[src/rtl/core/hlmr_pkg.sv]
`timescale 1ns / 1ps
package hlmr_pkg;

  // Fixed field widths
  localparam int SAMPLE_W   = 16;
  localparam int THRESH_W   = 15;
  localparam int LOSS_W     = 32;
  localparam int SUM_W      = 48;
  localparam int MEAN_W     = 32;
  localparam int COUNT_OUT_W = 17;
  localparam int OPND_W     = 17;

  localparam logic [THRESH_W-1:0] THRESH_RESET = 15'd256;

  // Queue between front and back
  localparam int QUEUE_DEPTH = 4;
  localparam int QUEUE_AW    = $clog2(QUEUE_DEPTH);

  // Divider step count: one quotient bit per cycle over the sum width
  localparam int DIV_STEP_W = $clog2(SUM_W);
  localparam logic [DIV_STEP_W-1:0] DIV_LAST_STEP = DIV_STEP_W'(SUM_W - 1);

  // One element loss on its way from front to back
  typedef struct packed {
    logic [LOSS_W-1:0] loss;
    logic              last;
  } hlmr_entry_t;

  typedef enum logic [1:0] {
    BK_ACC,
    BK_DIV,
    BK_PUT
  } hlmr_back_state_t;

endpackage

[src/rtl/core/hlmr_in_if.sv]
`timescale 1ns / 1ps
interface hlmr_in_if import hlmr_pkg::*; ();
  logic                       valid;
  logic                       ready;
  logic signed [SAMPLE_W-1:0] prediction;
  logic signed [SAMPLE_W-1:0] target;
  logic                       last_element;

  modport source (output valid, output prediction, output target, output last_element,
                  input ready);
  modport sink   (input valid, input prediction, input target, input last_element,
                  output ready);
endinterface

[src/rtl/core/hlmr_out_if.sv]
`timescale 1ns / 1ps
interface hlmr_out_if import hlmr_pkg::*; ();
  logic                   valid;
  logic                   ready;
  logic [MEAN_W-1:0]      mean_loss;
  logic [COUNT_OUT_W-1:0] element_count;

  modport source (output valid, output mean_loss, output element_count, input ready);
  modport sink   (input valid, input mean_loss, input element_count, output ready);
endinterface

[src/rtl/core/hlmr_front.sv]
`timescale 1ns / 1ps
module hlmr_front import hlmr_pkg::*; (
  input  logic                clk,
  input  logic                rst,
  input  logic [THRESH_W-1:0] threshold,
  hlmr_in_if.sink             samples,
  output logic                push_valid,
  input  logic                push_ready,
  output hlmr_entry_t         push_data
);

  logic                    s1_valid;
  logic [OPND_W-1:0]       s1_a;
  logic [OPND_W-1:0]       s1_b;
  logic                    s1_last;
  logic                    s2_valid;
  hlmr_entry_t             s2_entry;

  logic                    adv1;
  logic                    adv2;
  logic signed [SAMPLE_W:0] diff;
  logic [SAMPLE_W:0]       diff_abs;
  logic [SAMPLE_W-1:0]     d;
  logic                    quad;
  logic [OPND_W-1:0]       opnd_a;
  logic [OPND_W-1:0]       opnd_b;
  logic [2*OPND_W-1:0]     prod;

  // Advance a stage when the one after it is empty or moving
  assign adv2 = !s2_valid || push_ready;
  assign adv1 = !s1_valid || adv2;
  assign samples.ready = adv1;

  // Classify: absolute difference against the threshold, pick multiplier operands
  always_comb begin
    diff     = {samples.prediction[SAMPLE_W-1], samples.prediction}
             - {samples.target[SAMPLE_W-1], samples.target};
    diff_abs = diff[SAMPLE_W] ? (~diff + 1'b1) : diff;
    d        = diff_abs[SAMPLE_W-1:0];
    quad     = {1'b0, d} <= {2'b00, threshold};
    if (quad) begin
      opnd_a = {1'b0, d};
      opnd_b = {1'b0, d};
    end else begin
      opnd_a = {2'b00, threshold};
      opnd_b = {d, 1'b0} - {2'b00, threshold};
    end
  end

  // Stage 1: hold operands
  always_ff @(posedge clk) begin
    if (rst) begin
      s1_valid <= 1'b0;
    end else if (adv1) begin
      s1_valid <= samples.valid;
    end
    if (adv1) begin
      s1_a    <= opnd_a;
      s1_b    <= opnd_b;
      s1_last <= samples.last_element;
    end
  end

  // Stage 2: multiply and halve
  assign prod = s1_a * s1_b;

  always_ff @(posedge clk) begin
    if (rst) begin
      s2_valid <= 1'b0;
    end else if (adv2) begin
      s2_valid <= s1_valid;
    end
    if (adv2) begin
      s2_entry.loss <= prod[LOSS_W:1];
      s2_entry.last <= s1_last;
    end
  end

  assign push_valid = s2_valid;
  assign push_data  = s2_entry;

endmodule

[src/rtl/core/hlmr_fifo.sv]
`timescale 1ns / 1ps
module hlmr_fifo import hlmr_pkg::*; (
  input  logic        clk,
  input  logic        rst,
  input  logic        push_valid,
  output logic        push_ready,
  input  hlmr_entry_t push_data,
  output logic        pop_valid,
  input  logic        pop_ready,
  output hlmr_entry_t pop_data
);

  hlmr_entry_t         slots [QUEUE_DEPTH];
  logic [QUEUE_AW-1:0] wr_ptr;
  logic [QUEUE_AW-1:0] rd_ptr;
  logic [QUEUE_AW:0]   fill;
  logic                do_push;
  logic                do_pop;

  assign push_ready = fill != (QUEUE_AW+1)'(QUEUE_DEPTH);
  assign pop_valid  = fill != '0;
  assign do_push    = push_valid && push_ready;
  assign do_pop     = pop_valid && pop_ready;
  assign pop_data   = slots[rd_ptr];

  // Advance pointers and fill level
  always_ff @(posedge clk) begin
    if (rst) begin
      wr_ptr <= '0;
      rd_ptr <= '0;
      fill   <= '0;
    end else begin
      if (do_push) wr_ptr <= wr_ptr + 1'b1;
      if (do_pop)  rd_ptr <= rd_ptr + 1'b1;
      if (do_push && !do_pop) begin
        fill <= fill + 1'b1;
      end else if (do_pop && !do_push) begin
        fill <= fill - 1'b1;
      end
    end
  end

  // Store a beat
  always_ff @(posedge clk) begin
    if (do_push) slots[wr_ptr] <= push_data;
  end

endmodule

[src/rtl/core/hlmr_back.sv]
`timescale 1ns / 1ps
module hlmr_back import hlmr_pkg::*; #(
  parameter int MAX_ELEMENTS = 65536
) (
  input  logic        clk,
  input  logic        rst,
  input  logic        pop_valid,
  output logic        pop_ready,
  input  hlmr_entry_t pop_data,
  hlmr_out_if.source  result
);

  localparam int CW = $clog2(MAX_ELEMENTS + 1);
  localparam int EW = (CW > COUNT_OUT_W) ? CW : COUNT_OUT_W;

  hlmr_back_state_t state;
  hlmr_back_state_t state_next;

  logic [SUM_W-1:0]      loss_sum;
  logic [CW-1:0]         items_seen;
  logic [SUM_W-1:0]      sum_next;
  logic [CW-1:0]         count_next;
  logic [SUM_W:0]        sum_add;
  logic                  take;

  logic [SUM_W-1:0]      div_num;
  logic [CW-1:0]         div_den;
  logic [CW-1:0]         div_rem;
  logic [DIV_STEP_W-1:0] div_step;
  logic [CW:0]           rem_shift;
  logic                  rem_ge;

  logic                  out_valid;
  logic [MEAN_W-1:0]     out_mean;
  logic [COUNT_OUT_W-1:0] out_count;
  logic                  load_out;
  logic [EW-1:0]         den_ext;

  // Saturating accumulate, skipped once the count is full
  always_comb begin
    sum_add    = {1'b0, loss_sum} + {{(SUM_W + 1 - LOSS_W){1'b0}}, pop_data.loss};
    sum_next   = loss_sum;
    count_next = items_seen;
    if (items_seen < CW'(MAX_ELEMENTS)) begin
      sum_next   = sum_add[SUM_W] ? {SUM_W{1'b1}} : sum_add[SUM_W-1:0];
      count_next = items_seen + 1'b1;
    end
  end

  // Next state
  always_comb begin
    state_next = state;
    unique case (state)
      BK_ACC: if (pop_valid && pop_data.last) state_next = BK_DIV;
      BK_DIV: if (div_step == DIV_LAST_STEP) state_next = BK_PUT;
      BK_PUT: if (!out_valid || result.ready) state_next = BK_ACC;
      default: state_next = BK_ACC;
    endcase
  end

  // Outputs of the sequencer
  always_comb begin
    pop_ready = 1'b0;
    load_out  = 1'b0;
    unique case (state)
      BK_ACC: pop_ready = 1'b1;
      BK_DIV: pop_ready = 1'b0;
      BK_PUT: load_out  = !out_valid || result.ready;
      default: pop_ready = 1'b0;
    endcase
  end

  assign take = pop_valid && pop_ready;

  always_ff @(posedge clk) begin
    if (rst) state <= BK_ACC;
    else     state <= state_next;
  end

  // Hold the running sum and count; clear them when a tensor closes
  always_ff @(posedge clk) begin
    if (rst) begin
      loss_sum   <= '0;
      items_seen <= '0;
    end else if (take) begin
      if (pop_data.last) begin
        loss_sum   <= '0;
        items_seen <= '0;
      end else begin
        loss_sum   <= sum_next;
        items_seen <= count_next;
      end
    end
  end

  // Restoring divide, one quotient bit per cycle
  assign rem_shift = {div_rem, div_num[SUM_W-1]};
  assign rem_ge    = rem_shift >= {1'b0, div_den};

  always_ff @(posedge clk) begin
    if (take && pop_data.last) begin
      div_num  <= sum_next;
      div_den  <= count_next;
      div_rem  <= '0;
      div_step <= '0;
    end else if (state == BK_DIV) begin
      div_rem  <= rem_ge ? CW'(rem_shift - {1'b0, div_den}) : rem_shift[CW-1:0];
      div_num  <= {div_num[SUM_W-2:0], rem_ge};
      div_step <= div_step + 1'b1;
    end
  end

  // Output register: saturate the quotient and hold until taken
  assign den_ext = EW'(div_den);

  always_ff @(posedge clk) begin
    if (rst) begin
      out_valid <= 1'b0;
    end else if (load_out) begin
      out_valid <= 1'b1;
    end else if (result.ready) begin
      out_valid <= 1'b0;
    end
    if (load_out) begin
      out_mean  <= (div_num[SUM_W-1:MEAN_W] != '0) ? {MEAN_W{1'b1}} : div_num[MEAN_W-1:0];
      out_count <= den_ext[COUNT_OUT_W-1:0];
    end
  end

  assign result.valid         = out_valid;
  assign result.mean_loss     = out_mean;
  assign result.element_count = out_count;

endmodule

[src/rtl/core/huber_loss_mean_reducer.sv]
`timescale 1ns / 1ps
// Huber loss mean reducer. Prediction/target pairs in signed Q8.8 arrive on
// samples, one beat per cycle while ready is high; the element loss (d*d/2
// for d at or below the threshold, delta*(d - delta/2) above it, Q16.16) is
// summed into a saturating 48-bit accumulator and counted, up to MAX_ELEMENTS
// elements per tensor. A beat with last_element set closes the tensor and
// yields one beat on result: the floor of sum/count saturated to 32 bits, and
// the element count. Items flow at one per cycle, unless stalled, through a
// two-stage classify/multiply front and a four-entry queue; the back
// accumulates one per cycle while it is not dividing or presenting a result.
// Closing a tensor runs a bit-serial divider and then loads the output
// register; the closing beat passes both front stages and the queue before it
// reaches the back, and the result is held until the receiver takes it. The
// front keeps accepting until the queue and both of its stages fill. The
// threshold register (reset 256, i.e. 1.0, smooth L1) is written through
// cfg_we/cfg_wdata; the user must write it only while the block is idle, which the block does not enforce.
module huber_loss_mean_reducer import hlmr_pkg::*; #(
  parameter int MAX_ELEMENTS = 65536
) (
  input  logic                clk,
  input  logic                rst,
  input  logic                cfg_we,
  input  logic [THRESH_W-1:0] cfg_wdata,
  hlmr_in_if.sink             samples,
  hlmr_out_if.source          result
);

  logic [THRESH_W-1:0] huber_threshold;
  logic                push_valid;
  logic                push_ready;
  hlmr_entry_t         push_data;
  logic                pop_valid;
  logic                pop_ready;
  hlmr_entry_t         pop_data;

  // Hold the threshold register
  always_ff @(posedge clk) begin
    if (rst) begin
      huber_threshold <= THRESH_RESET;
    end else if (cfg_we) begin
      huber_threshold <= cfg_wdata;
    end
  end

  hlmr_front u_front (
    .clk        (clk),
    .rst        (rst),
    .threshold  (huber_threshold),
    .samples    (samples),
    .push_valid (push_valid),
    .push_ready (push_ready),
    .push_data  (push_data)
  );

  hlmr_fifo u_fifo (
    .clk        (clk),
    .rst        (rst),
    .push_valid (push_valid),
    .push_ready (push_ready),
    .push_data  (push_data),
    .pop_valid  (pop_valid),
    .pop_ready  (pop_ready),
    .pop_data   (pop_data)
  );

  hlmr_back #(
    .MAX_ELEMENTS (MAX_ELEMENTS)
  ) u_back (
    .clk       (clk),
    .rst       (rst),
    .pop_valid (pop_valid),
    .pop_ready (pop_ready),
    .pop_data  (pop_data),
    .result    (result)
  );

endmodule

[src/flat_wrapper.sv]
// flat-port wrapper written by rule: the top's interface ports become plain ports
module huber_loss_mean_reducer_flat import hlmr_pkg::*;
#(
  parameter int MAX_ELEMENTS = 65536
)
  (clk, rst, cfg_we, cfg_wdata, samples_valid, samples_prediction, samples_target, samples_last_element, samples_ready, result_valid, result_mean_loss, result_element_count, result_ready);
  hlmr_in_if samples_i ();
  hlmr_out_if result_i ();
  input  logic clk;
  input  logic rst;
  input  logic cfg_we;
  input  logic [THRESH_W-1:0] cfg_wdata;
  input wire logic [$bits(samples_i.valid)-1:0] samples_valid;
  input wire logic [$bits(samples_i.prediction)-1:0] samples_prediction;
  input wire logic [$bits(samples_i.target)-1:0] samples_target;
  input wire logic [$bits(samples_i.last_element)-1:0] samples_last_element;
  output wire logic [$bits(samples_i.ready)-1:0] samples_ready;
  output wire logic [$bits(result_i.valid)-1:0] result_valid;
  output wire logic [$bits(result_i.mean_loss)-1:0] result_mean_loss;
  output wire logic [$bits(result_i.element_count)-1:0] result_element_count;
  input wire logic [$bits(result_i.ready)-1:0] result_ready;
  assign samples_i.valid = samples_valid;
  assign samples_i.prediction = samples_prediction;
  assign samples_i.target = samples_target;
  assign samples_i.last_element = samples_last_element;
  assign samples_ready = samples_i.ready;
  assign result_valid = result_i.valid;
  assign result_mean_loss = result_i.mean_loss;
  assign result_element_count = result_i.element_count;
  assign result_i.ready = result_ready;
  huber_loss_mean_reducer #(.MAX_ELEMENTS(MAX_ELEMENTS)) u_core (.clk(clk), .rst(rst), .cfg_we(cfg_we), .cfg_wdata(cfg_wdata), .samples(samples_i), .result(result_i));
endmodule
[config.mk]
export PLATFORM = sky130hd
export DESIGN_NAME = huber_loss_mean_reducer_flat
export DESIGN_NICKNAME = d
export VERILOG_FILES = /design/src/rtl/core/hlmr_pkg.sv /design/src/rtl/core/hlmr_in_if.sv /design/src/rtl/core/hlmr_out_if.sv /design/src/rtl/core/hlmr_front.sv /design/src/rtl/core/hlmr_fifo.sv /design/src/rtl/core/hlmr_back.sv /design/src/rtl/core/huber_loss_mean_reducer.sv /design/src/flat_wrapper.sv
export SDC_FILE = /design/constraint.sdc
export NUM_CORES = 1
export LEC_CHECK = 0
export ABC_AREA = 1
export BUFFER_PORTS_ARGS = -buffer_cell sky130_fd_sc_hd__clkbuf_2
export CORE_UTILIZATION = 60
export DETAILED_ROUTE_END_ITERATION = 16
export PLACE_DENSITY = 0.74
export SLEW_MARGIN = 20
export SYNTH_ARGS = -nofsm -noshare
export SYNTH_HDL_FRONTEND = slang
export SYNTH_SLANG_ARGS = --single-unit
[constraint.sdc]
create_clock -name clk -period 11.8 [get_ports clk]
set_input_delay 2.95 -clock clk [delete_from_list [all_inputs] [get_ports clk]]
set_output_delay 2.95 -clock clk [all_outputs]
set_load 0.005 [all_outputs]
# Word level (Yosys, flattened, before mapping)
# Memories as Yosys holds them, arrays and structs flattened. A register that Yosys moved wholly into a read port is not among the register bits.
# Index checks and enable logic that the tools add are counted.
classes:
  addsub: 11
  multipliers: 1
  div_mod_pow: 0
  order_cmp: 3
  eq_ne: 7
  shifts: 0
  mux: 25
  bitwise: 1
  reduce_logical: 21
ops:
  columns: ["operator", "n"]
  rows:
  - ["2-to-1 mux 48 bit", 5]
  - ["2-to-1 mux 17 bit", 3]
  - ["adder 48 x 32 -> 49 bit", 1]
  - ["multiplier 17 x 17 -> 33 bit", 1]
  - ["2-to-1 mux 16 bit", 2]
  - [">= comparator 18 x 17 -> 1 bit", 1]
  - ["adder 17 x 1 -> 17 bit, second input constant", 1]
  - ["less-than comparator 17 bit, second input constant", 1]
  - ["subtractor 16 x 16 -> 17 bit", 1]
  - ["subtractor 17 x 15 -> 17 bit", 1]
  - ["subtractor 17 bit", 1]
  - ["adder 16 x 1 -> 16 bit, second input constant", 1]
  - ["<= comparator 16 x 15 -> 1 bit", 1]
  - ["NOT 16 bit", 1]
  - ["nonzero test 16 bit", 1]
  - ["2-to-1 mux 15 bit", 1]
  - ["2-to-1 mux 2 bit", 5]
  - ["adder 6 x 1 -> 6 bit, second input constant", 1]
  - ["equality test 6 bit, second input constant", 1]
  - ["logical AND 1 bit", 6]
  - ["2-to-1 mux 1 bit", 6]
  - ["2-to-1 mux 3 bit", 2]
  - ["inequality test 2 bit, second input constant", 3]
  - ["case mux 2 bit (3 select lines)", 1]
  - ["other kinds (12)", 21]
totals:
  register_bits: 297
  latchBits: 0
  mem_bits_rw: 132
  romBits: 0
  input_bits: 53
  n_memories: 1
mem_list:
  columns: ["memory", "words", "word_bits", "read_ports", "rd_clocked_by_memory_dff", "wr", "line", "text"]
  rows:
  - ["u_core.u_fifo.slots", 4, 33, 1, 1, 1, "hlmr_fifo.sv:13", "hlmr_entry_t slots [QUEUE_DEPTH];"]

# Logic depth before layout (Yosys ltp)
depth:
  depth_word: 6
  depth_mapped: 30
  depth_no_buf: 29

# Hierarchy
# A second synthesis with hierarchy kept.
hier_totals:
  cells_unflattened: 4052
  hier_area_um2: 32811.5
by_module_without_submodules:
  columns: ["module", "n_inst", "cells_per_inst", "area_per_inst_um2"]
  rows:
  - ["hlmr_front", 1, 1851, 14201.1]
  - ["hlmr_back", 1, 1720, 12574.6]
  - ["hlmr_fifo", 1, 387, 5403.9]
  - ["huber_loss_mean_reducer", 1, 94, 631.9]

# Least setup slack after synthesis
# No wires, ideal clock.
synth_timing:
  path_kind: "input-to-reg"
  startpoint: "input samples_prediction[0]"
  endpoint: "register u_core.u_front.s1_b[13], data pin"
  arrival_time_ns: 6.484
  t_required_ns: 11.547
  slack_ns: 5.062
  stages: 26
  path_buffers: 1
  path_cell_list: "inv_1 -> ha_1 -> inv_1 -> fa_1 -> nand3_1 -> nand3_2 -> nand3_1 -> nand3_1 -> a21oi_1 -> inv_1 -> nand2_1 -> nand2_1 -> buf_2 -> o21ai_0 -> ha_1 -> a21oi_1 -> nand2_1 -> a21boi_0 -> o21ai_0 -> a21boi_0 -> o21ai_0 -> nand2_1 -> nand2_1 -> xor2_1 -> nand2_1 -> nand2_1"
synth_via:
  elab_chain_cells: 6
synth_lines:
  columns: ["element", "line", "text"]
  rows:
  - ["from (decl)", "flat_wrapper.sv:14", "input wire logic [$bits(samples_i.prediction)-1:0] samples_prediction;"]
  - ["subtractor 16 x 16 -> 17 bit (*)", "hlmr_front.sv:37", "- {samples.target[SAMPLE_W-1], samples.target};"]
  - ["NOT 16 bit", "hlmr_front.sv:38", "diff_abs = diff[SAMPLE_W] ? (~diff + 1'b1) : diff;"]
  - ["adder 16 x 1 -> 16 bit", "hlmr_front.sv:38", null]
  - ["2-to-1 mux 16 bit (*)", "hlmr_front.sv:38", null]
  - ["subtractor 17 x 15 -> 17 bit or <= comparator 16 x 15 -> 1 bit (tied branches)", "hlmr_front.sv:46, hlmr_front.sv:40", null]
  - ["2-to-1 mux 16 bit (*)", "hlmr_front.sv:41", "if (quad) begin"]
  - ["net u_core.u_front.opnd_b[13]", "hlmr_front.sv:26", "logic [OPND_W-1:0] opnd_b;"]
  - ["to (signal assigned)", "hlmr_front.sv:59", "s1_b <= opnd_b;"]
  - ["to (decl)", "hlmr_front.sv:14", "logic [OPND_W-1:0] s1_b;"]
# Mark *: on every way through the listed nets, which the timed path passes. The rest lies on a longest branch.
# A chain may end at the register's enable or synchronous reset.

# Worst setup path after layout
layout_timing:
  startpoint: "input samples_prediction[0]"
  endpoint: "register u_core.u_front.s1_a[14], data pin"
layout_via:
  elab_chain_cells: 6
layout_lines:
  columns: ["element", "line", "text"]
  rows:
  - ["subtractor 16 x 16 -> 17 bit (*)", "hlmr_front.sv:37", null]
  - ["NOT 16 bit", "hlmr_front.sv:38", null]
  - ["adder 16 x 1 -> 16 bit", "hlmr_front.sv:38", null]
  - ["2-to-1 mux 16 bit (*)", "hlmr_front.sv:38", null]
  - ["<= comparator 16 x 15 -> 1 bit", "hlmr_front.sv:40", "quad = {1'b0, d} <= {2'b00, threshold};"]
  - ["2-to-1 mux 15 bit (*)", "hlmr_front.sv:41", null]
  - ["net u_core.u_front.opnd_a[14]", "hlmr_front.sv:25", "logic [OPND_W-1:0] opnd_a;"]
  - ["to (signal assigned)", "hlmr_front.sv:58", "s1_a <= opnd_a;"]
  - ["to (decl)", "hlmr_front.sv:13", "logic [OPND_W-1:0] s1_a;"]
# Marks and branches as above.

==> flow_summary.toml <==
[run_status]
status = "finished clean"

[critical_path]
start_kind = "primary input"
cp_slowest_stage_delay_ps = 500
crit_arrival_ps = 7520
crit_type = "primary input to register"
crit_slowest_cell = "nand2_1"
worstPathRequired_ps = 12140
crit_path_end_kind = "register"
critPathMaxFanout = 31
crit_path_frequent_cell = "nand2_1"

[global_route]
grt_start_max_net_pins = 71
grt_util_all_layers = 0.268
antenna_found_initial = 0
overflow = 0
grt_pass1_vias = 24100
grt_pass1_wl_um = 117000

[timing]
period_share = 0.608
finalSetupViolCount = 0
relSlewSlack = 0.387
fin_setup_tns_ps = 0
rsz0062_at_grt = "no"
max_freq_ghz = 0.139
hold_violations = 0
period_needed_ps = 7180
maxSlewViolCount = 0
finClkSkew_ps = 17.3
worstMarginPinSlew_ps = 920

[synth]
seq_area_frac_synth = 0.367
synth_edf_count = 312
synth_nets = 4312
synth-seq-cells = 429
synth_ff_type = "edfxtp_1"
syn_area_um2 = 31900
synthDistinctLibCells = 56
netlist_instances = 3836
synth.avg_cell_area_um2 = 8.31
yosys_warnings = 0
async_flop_share = 0

[detailed_routing]
viasPerCell = 5.33
dr.first_iter.drc_count = 1512
vias = 24400
first_pass_iters = 7
wl_per_cell_um = 15.4
postRouteWirelength_um = 70400
ant_nets = 0
drc = 0

[placement]
gp_congestion = 0.964
port_buffers = 103
dp_hpwl_um = 52200

[finish]
final_common_cell = "nand2_1"
nFillCells = 4455
syn2layout_area_growth_pct = 8.08
drive_above_1_share = 0.0692
finalNetCount = 4339
diodes = 0
layout_common_cells = "nand2_1 (940), inv_1 (717), edfxtp_1 (312)"

[floorplanning]
coreArea_um2 = 52600
die_h_um = 233
fp.dieW_um = 233
initial_core_util = 0.607
row_count = 84
io_pins = 104
design.die.area_um2 = 54100

[min_path]
hold_class = "register to register"

[run]
maxCapViolations = 0

[clock_tree]
cts_max_level = 2
clockRootBuffer = "clkbuf_16"
cts_tree = "yes"
cts_buffers = 46
cts_num_sinks = 429
path_clk_slew_ps = 60
clock_path_buffers = 3
clkLatencyLatePin_ps = 590
ctsResizeCount = 0
cts.hold.buffers_added = 0
post_cts_buffers = 0
Yosys cell counts (2+ instances only):
cell type,instances,area share
nor4_1,12,0.0024
nand2_1,941,0.11
clkbuf_1,125,0.015
ha_1,209,0.082
o21ai_2,2,0.00055
nand3_2,8,0.0025
xor2_1,72,0.020
a31oi_1,8,0.0016
nand4_1,29,0.0057
a21boi_0,5,0.0012
nand2_4,2,0.00071
o21a_1,5,0.0012
a21oi_1,220,0.035
nand3b_1,11,0.0026
nand3_1,169,0.027
edfxtp_1,312,0.29
buf_2,5,0.00078
dfxtp_1,117,0.073
a21o_1,9,0.0021
and2_1,2,0.00039
o21ai_1,3,0.00047
o21bai_1,8,0.0019
a211oi_1,2,0.00047
buf_6,5,0.0018
o21ai_0,210,0.033
buf_1,11,0.0013
a21oi_4,2,0.0010
o211ai_1,7,0.0016
nor3_1,30,0.0047
o22ai_1,31,0.0061
xnor2_1,39,0.011
o31ai_1,3,0.00071
a22oi_1,3,0.00071
inv_1,718,0.085
nor2_1,232,0.027
nand2_2,4,0.00078
fa_1,214,0.13
or2_2,33,0.0065
worst paths after layout:
check                                   startpoint  depth (start not counted)                                      to  slack [ps]
setup / recovery             samples_prediction[0]                         29       u_core.u_front.s1_a[14]$_DFFE_PP_        4620
hold / removal    u_core.u_front.s1_last$_DFFE_PP_                          0   u_core.u_front.push_data[0]$_DFFE_PP_         430
setup reg to reg  u_core.u_front.s1_a[9]$_DFFE_PP_                         19  u_core.u_front.push_data[29]$_DFFE_PP_        5370
hold reg to reg   u_core.u_front.s1_last$_DFFE_PP_                          0   u_core.u_front.push_data[0]$_DFFE_PP_         430
worst max-delay path, delay by kind of cell:
kind | cells | cell delay (ps)
compound gates | 6 | 700
xor+xnor | 1 | 150
fa+ha+maj | 3 | 860
buf+inv | 5 | 520
simple gates | 14 | 2330
sequential cells by signal (all words and copies together), names as in the netlist, 17 cells and up, named ones only:
signal / count
u_core.u_fifo.slots: 132
u_core.u_back.div_num: 48
u_core.u_back.loss_sum: 48
u_core.u_front.push_data: 33
u_core.u_back.result.mean_loss: 32
u_core.u_back.den_ext: 17
u_core.u_back.div_rem: 17
u_core.u_back.items_seen: 17
u_core.u_back.result.element_count: 17
u_core.u_front.s1_b: 17
metal layers:
layer	up-vias	track usage	routed length, µm
met1	11500	0.345	30700
met3	130	0.0352	3490
li1	12200	-	-
met5	-	0	0
met4	0	0.0815	1800
met2	602	0.468	34500
final cells by class:
| type | instances | area, µm² | share of cell area |
|---|---|---|---|
| flip-flops and latches | 429 | 11700 | 0.340 |
| multi-input cells | 2540 | 16900 | 0.491 |
| clock inverters | 34 | 407 | 0.0118 |
| repair buffers | 126 | 688 | 0.0200 |
| inverters | 720 | 2700 | 0.0785 |
| clock buffers | 51 | 1170 | 0.0340 |
| well taps | 688 | 861 | 0.0250 |
per-stage QoR:
stage                     area [µm²]   util  hold WS (ps)  worst slack, ps  cells
final                          34500  0.656           435             4620   4588
after global placement         32900  0.626           427             4130   4503
after global routing           34500  0.656           443             4040   4588
after CTS                      34500  0.656           441             4650   4588
after floorplan                31900      -           400             5060   3836
after detailed placement       32900  0.626           429             4020   4503
kinds of logic after synthesis:
group,synth area share
XOR/XNOR,0.0310
other,0.000118
flip-flops,0.367
AND/OR/NAND/NOR,0.192
AO/OA/AOI/OAI,0.0895
buffers and inverters,0.104
adder cells (fa/ha/maj),0.216
Power is not shown: default switching activity piles up to over one toggle a cycle in this logic, so the estimate is an artifact.
